===== src/hdl/tridiagonal_solver_unit_assert.svh =====
// Assertion macros for the tridiagonal solver unit.
`ifndef TRIDIAGONAL_SOLVER_UNIT_ASSERT_SVH
`define TRIDIAGONAL_SOLVER_UNIT_ASSERT_SVH
// Implication checked every clock, disabled in reset.
`define TSU_ASSERT_IMP(label, clk, rst, a, c, msg) \
   label: assert property (@(posedge clk) disable iff (rst) (a) |-> (c)) else $error(msg);
// Next-cycle implication, disabled in reset.
`define TSU_ASSERT_NEXT(label, clk, rst, a, c, msg) \
   label: assert property (@(posedge clk) disable iff (rst) (a) |=> (c)) else $error(msg);
`endif


===== src/hdl/tds_pkg.sv =====
// Package: types, constants and fixed-point helpers for the tridiagonal solver.
package tds_pkg;
   localparam int MAX_ROWS  = 64;
   localparam int FRAC_BITS = 16;
   localparam int IDX_W     = $clog2(MAX_ROWS);
   localparam int CNT_W     = $clog2(MAX_ROWS + 1);
   localparam logic [IDX_W-1:0] LAST_IDX = IDX_W'(MAX_ROWS - 1);
   localparam int QW        = 32;
   localparam int DIV_W     = QW + FRAC_BITS;
   localparam logic signed [QW-1:0] Q_MAX = 32'sh7fffffff;
   localparam logic signed [QW-1:0] Q_MIN = 32'sh80000000;

   typedef struct packed {
      logic signed [31:0] sub_diag;
      logic signed [31:0] main_diag;
      logic signed [31:0] super_diag;
      logic signed [31:0] right_side;
      logic               last_row;
   } req_word_type;

   typedef struct packed {
      logic signed [31:0] solution_value;
      logic [5:0]         element_index;
      logic               singular;
      logic               final_element;
   } rsp_word_type;

   typedef enum logic [3:0] {
      ST_IDLE, ST_MUL, ST_ADD, ST_DIV_A, ST_WAIT_A, ST_DIV_B, ST_WAIT_B,
      ST_STORE, ST_RD, ST_BMUL, ST_BADD, ST_EMIT
   } state_type;

   // Datapath operation selected by the controller.
   typedef enum logic [3:0] {
      OP_NONE, OP_LOAD, OP_FMUL, OP_FADD, OP_DIVA, OP_DIVB, OP_STORE,
      OP_RDCOEF, OP_BMUL, OP_BADD, OP_NEXT, OP_DONE
   } op_type;

   typedef struct packed {
      op_type op;
   } cmd_type;

   typedef struct packed {
      logic div_busy;
      logic is_last;
      logic first_row;
      logic at_zero;
   } status_type;

   function automatic logic signed [QW-1:0] sat32(input logic signed [65:0] v);
      if (v > 66'(signed'(Q_MAX))) return Q_MAX;
      if (v < 66'(signed'(Q_MIN))) return Q_MIN;
      return v[QW-1:0];
   endfunction

   // Rounded Q product from an exact 64-bit product.
   function automatic logic signed [QW-1:0] qround(input logic signed [63:0] p);
      logic signed [65:0] s;
      s = (66'(p) + 66'(64'sd1 <<< (FRAC_BITS - 1))) >>> FRAC_BITS;
      return sat32(s);
   endfunction
endpackage


===== src/hdl/tds_controller.sv =====
// Controller: sequences forward sweep and back substitution.
module tds_controller import tds_pkg::*; (
   input  logic       clock,
   input  logic       reset,
   input  logic       req_valid,
   output logic       req_ready,
   output logic       rsp_valid,
   input  logic       rsp_ready,
   input  status_type status,
   output cmd_type    cmd
);
   state_type state_ff, state_in;

   // next state
   always_comb begin
      state_in = state_ff;
      case (state_ff)
         ST_IDLE:   if (req_valid) state_in = ST_MUL;
         ST_MUL:    state_in = ST_ADD;
         ST_ADD:    state_in = status.is_last ? ST_DIV_B : ST_DIV_A;
         ST_DIV_A:  state_in = ST_WAIT_A;
         ST_WAIT_A: if (!status.div_busy) state_in = ST_DIV_B;
         ST_DIV_B:  state_in = ST_WAIT_B;
         ST_WAIT_B: if (!status.div_busy) state_in = ST_STORE;
         ST_STORE:  state_in = status.is_last ? ST_EMIT : ST_IDLE;
         ST_EMIT: begin
            if (rsp_ready) state_in = status.at_zero ? ST_IDLE : ST_RD;
         end
         ST_RD:     state_in = ST_BMUL;
         ST_BMUL:   state_in = ST_BADD;
         ST_BADD:   state_in = ST_EMIT;
         default:   state_in = ST_IDLE;
      endcase
   end

   // outputs
   always_comb begin
      cmd.op = OP_NONE;
      req_ready = 1'b0;
      rsp_valid = 1'b0;
      case (state_ff)
         ST_IDLE: begin
            req_ready = 1'b1;
            if (req_valid) cmd.op = OP_LOAD;
         end
         ST_MUL:   cmd.op = OP_FMUL;
         ST_ADD:   cmd.op = OP_FADD;
         ST_DIV_A: cmd.op = OP_DIVA;
         ST_DIV_B: cmd.op = OP_DIVB;
         ST_STORE: cmd.op = OP_STORE;
         ST_EMIT: begin
            rsp_valid = 1'b1;
            if (rsp_ready) cmd.op = status.at_zero ? OP_DONE : OP_NEXT;
         end
         ST_RD:    cmd.op = OP_RDCOEF;
         ST_BMUL:  cmd.op = OP_BMUL;
         ST_BADD:  cmd.op = OP_BADD;
         default:  cmd.op = OP_NONE;
      endcase
   end

   always_ff @(posedge clock) begin
      if (reset) state_ff <= ST_IDLE;
      else state_ff <= state_in;
   end

`include "tridiagonal_solver_unit_assert.svh"
   `TSU_ASSERT_IMP(a_no_both, clock, reset, req_ready, !rsp_valid, "ready during emit")
   `TSU_ASSERT_NEXT(a_div_start, clock, reset, state_ff == ST_DIV_A, status.div_busy, "divider idle")
   `TSU_ASSERT_NEXT(a_hold, clock, reset, rsp_valid && !rsp_ready, rsp_valid, "valid dropped")
endmodule


===== config.mk =====
export PLATFORM = sky130hd
export DESIGN_NAME = tds_controller
export DESIGN_NICKNAME = d
export VERILOG_FILES = /design/src/hdl/tds_pkg.sv /design/src/hdl/tds_controller.sv
export VERILOG_INCLUDE_DIRS = /design/src /design/src/hdl
export SDC_FILE = /design/constraint.sdc
export NUM_CORES = 1
export LEC_CHECK = 0
export ABC_AREA = 1
export BUFFER_PORTS_ARGS = -buffer_cell sky130_fd_sc_hd__buf_4
export CORE_AREA = 3 3 40 42
export CTS_CLUSTER_DIAMETER = 120
export DETAILED_ROUTE_END_ITERATION = 7
export DIE_AREA = 0 0 43 45
export SETUP_SLACK_MARGIN = 0.5
export SLEW_MARGIN = 25
export SYNTH_ARGS = -nofsm -noshare
export SYNTH_HDL_FRONTEND = slang
export SYNTH_SLANG_ARGS = --single-unit

===== constraint.sdc =====
create_clock -name clock -period 2.69 [get_ports clock]
set_input_delay 0.1345 -clock clock [delete_from_list [all_inputs] [get_ports clock]]
set_output_delay 0.1345 -clock clock [all_outputs]
set_load 0.01 [all_outputs]

==> results.md <==
* Area occupied by multi-input gates at 268 um2
* Max transition margin at 78.4%
* Number of top-level pins at 14
* Initial Utilization at 32.3%
* Post-CTS resize count at 0
* First-pass GRT wire length at 1.64 mm
* Fillcell total at 145
* # diodes at 0
* Worst EP required at 2.56 ns
* Fin crit period at 1.61 ns
* Post-CTS Setup Bufs at 0
* Die Footprint at 1940 um2
* Total negative slack at 0 ns
* CTS H-tree lvls at 1
* Highest-delay cell along the critical path: dfxtp_1
* Die X at 43 um
* Area Growth Syn to Fin at 26.2%
* Placed Area at 502 um2
* Largest net degree at the start of global routing at 10
* Buffers & Inverters on Critical Path at 2
* Layout Skew at 0.000171 ns
* Utilization after layout at 40.8%
* Synthesis-stage register bit count at 4
* Top Registers: state_ff x4
* Crit path arrival time at 1.48 ns
* Worst Max-Slew Pin Slew at 0.323 ns
* Crit-path max cell delay at 0.50 ns
* Final Wtd Congestion at 0.823
* Via/cell ratio at 4.59
* Setup CP Type: reg2out
* # DRC at 0
* Routed WL at 939 um
* Leak at 0.270 nW
* Max Cap Viol at 0
* Yosys cell types at 19
* P per Cell Area at 391 nW/um2
* CP delay by family, top: simple AND/OR/NAND/NOR gates
* Wire per inst at 9.39 um
* Max-slew violations at 0
* Commonest non-fill, non-tap cells in the layout: nand2_1, buf_4, inv_1
* Inst Count DP at 97
* Share of cells above drive strength 1 at 28.2%
* Crit path cell chain: nand2_2 > inv_1 > nand2_1 > nor2_1 > nand2_1 > nand4_1 > buf_4
* Core area at 1280 um2
* Final Cell Area at 524 um2
* Crit path top cell by count: nand2_1
* Run status: complete, no violations
* Post-Syn Area at 415 um2
* Clk slew on worst S/H paths at 0.04 ns
* Standard-cell rows at 13
* Initial antenna violation count at 0
* Hold buffers post-CTS at 0
* Avg Cell Area, Syn at 5.77 um2
* Clk sink count at 4
* Max reg flops at 4
* RSZ-0062 raised after global routing: no
* Antenna-violating nets left at 0
* Seq/Total Area, Yosys at 19.3%
* Leading cell type in the layout, fill and taps excluded: nand2_1
* Final period util at 59.9%
* CP Capture Type: output port
* Total gr overflow at 0
* VDD IR-drop max at 0.182 mV
* R2r setup slk at 1.45 ns
* Maximum buffer depth of the clock tree at 2
* Root buffer cell: clkbuf_4
* Register Area at 80.1 um2
* IO buf count at 12
* Detailed router's first-iteration violation count at 3
* YS warnings at 0
* Fin cells at 100
* Net Count, Synth at 80
* Vias in the first global route at 410
* F_max at 620 MHz
* CTS Buf Count at 3
* Crit Path Max Fanout at 9
* Die Y at 45 um
* Clock Latency Late Sink at 0.23 ns
* Setup crit start kind: flip-flop
* Fin. Hold Viols at 0
* CTS tree: done
* DP HPWL at 815 um
* Synthesized instance count at 72
* Worst min path class: in2reg
* Total Routing Usage GR at 10.7%
* Largest register by flop count: state_ff
* Vias at 459
* 1st-pass router iterations at 2
* Final setup violation count at 0
* # nets final at 95
[per-stage QoR]
stage	hold WS (ns)	power, mW	setup WS, ns
4_1_cts	0.0796	0.208	1.08
6_report	0.0837	0.205	1.08
2_1_floorplan	0.197	0.113	1.38
3_5_place_dp	0.322	0.134	1.33
5_1_grt	0.0873	0.221	0.910
3_3_place_gp	0.327	0.134	1.33
[final timing paths]
check | to | depth (start not counted) | from
min | state_ff[3]$_SDFFE_PP0P_ | 2 | reset
max | cmd[0] | 7 | state_ff[1]$_SDFFE_PP0P_
min reg2reg | state_ff[1]$_SDFFE_PP0P_ | 2 | state_ff[1]$_SDFFE_PP0P_
max reg2reg | state_ff[3]$_SDFFE_PP0P_ | 7 | state_ff[1]$_SDFFE_PP0P_
[where the power goes]
part | internal, mW | switching (mW)
Combinational | 0.0293 | 0.0340
Sequential | 0.0629 | 0.00700
Clock | 0.0497 | 0.0219
Total | 0.142 | 0.0629
[routing by layer]
metal / track usage, % / up-vias / routed length [um]
li1: - / 255 / -
met1: 14.1 / 198 / 452
met2: 19.2 / 6 / 459
met3: 0 / 0 / 27
met4: 3.61 / 0 / 0
met5: 0 / - / 0
[cells by family (layout without fill, tap and decap cells)]
family,Yosys count,in the layout,share of synthesized area (%)
AOI/OAI and AO/OA,9,9,13.3
buffers and inverters,14,27,16.3
DFF,4,4,19.3
and+or+nand+nor,45,45,51.2
[synthesized netlist by cell type, drive strengths merged]
| cell type | n | area share (%) |
|---|---|---|
| nand2 | 26 | 24 |
| inv | 12 | 11 |
| nor2 | 10 | 14 |
| a21oi | 5 | 6.9 |
| nand3 | 5 | 7.2 |
| dfxtp | 4 | 19 |
| buf | 2 | 5.4 |
| nand4 | 2 | 3.0 |
| o211ai | 2 | 3.6 |
| a31oi | 1 | 1.5 |
| nand3b | 1 | 1.8 |
| nor3 | 1 | 1.2 |
| o21ai | 1 | 1.2 |
[layout make-up]
| type | count | share of cell area, % |
|---|---|---|
| tap | 15 | 3.58 |
| multi-input combinational | 54 | 51.1 |
| clock buffer | 3 | 4.30 |
| sequential | 4 | 15.3 |
| timing repair buffer | 12 | 17.2 |
| inverter | 12 | 8.59 |
(Power assumes the default switching activity.)
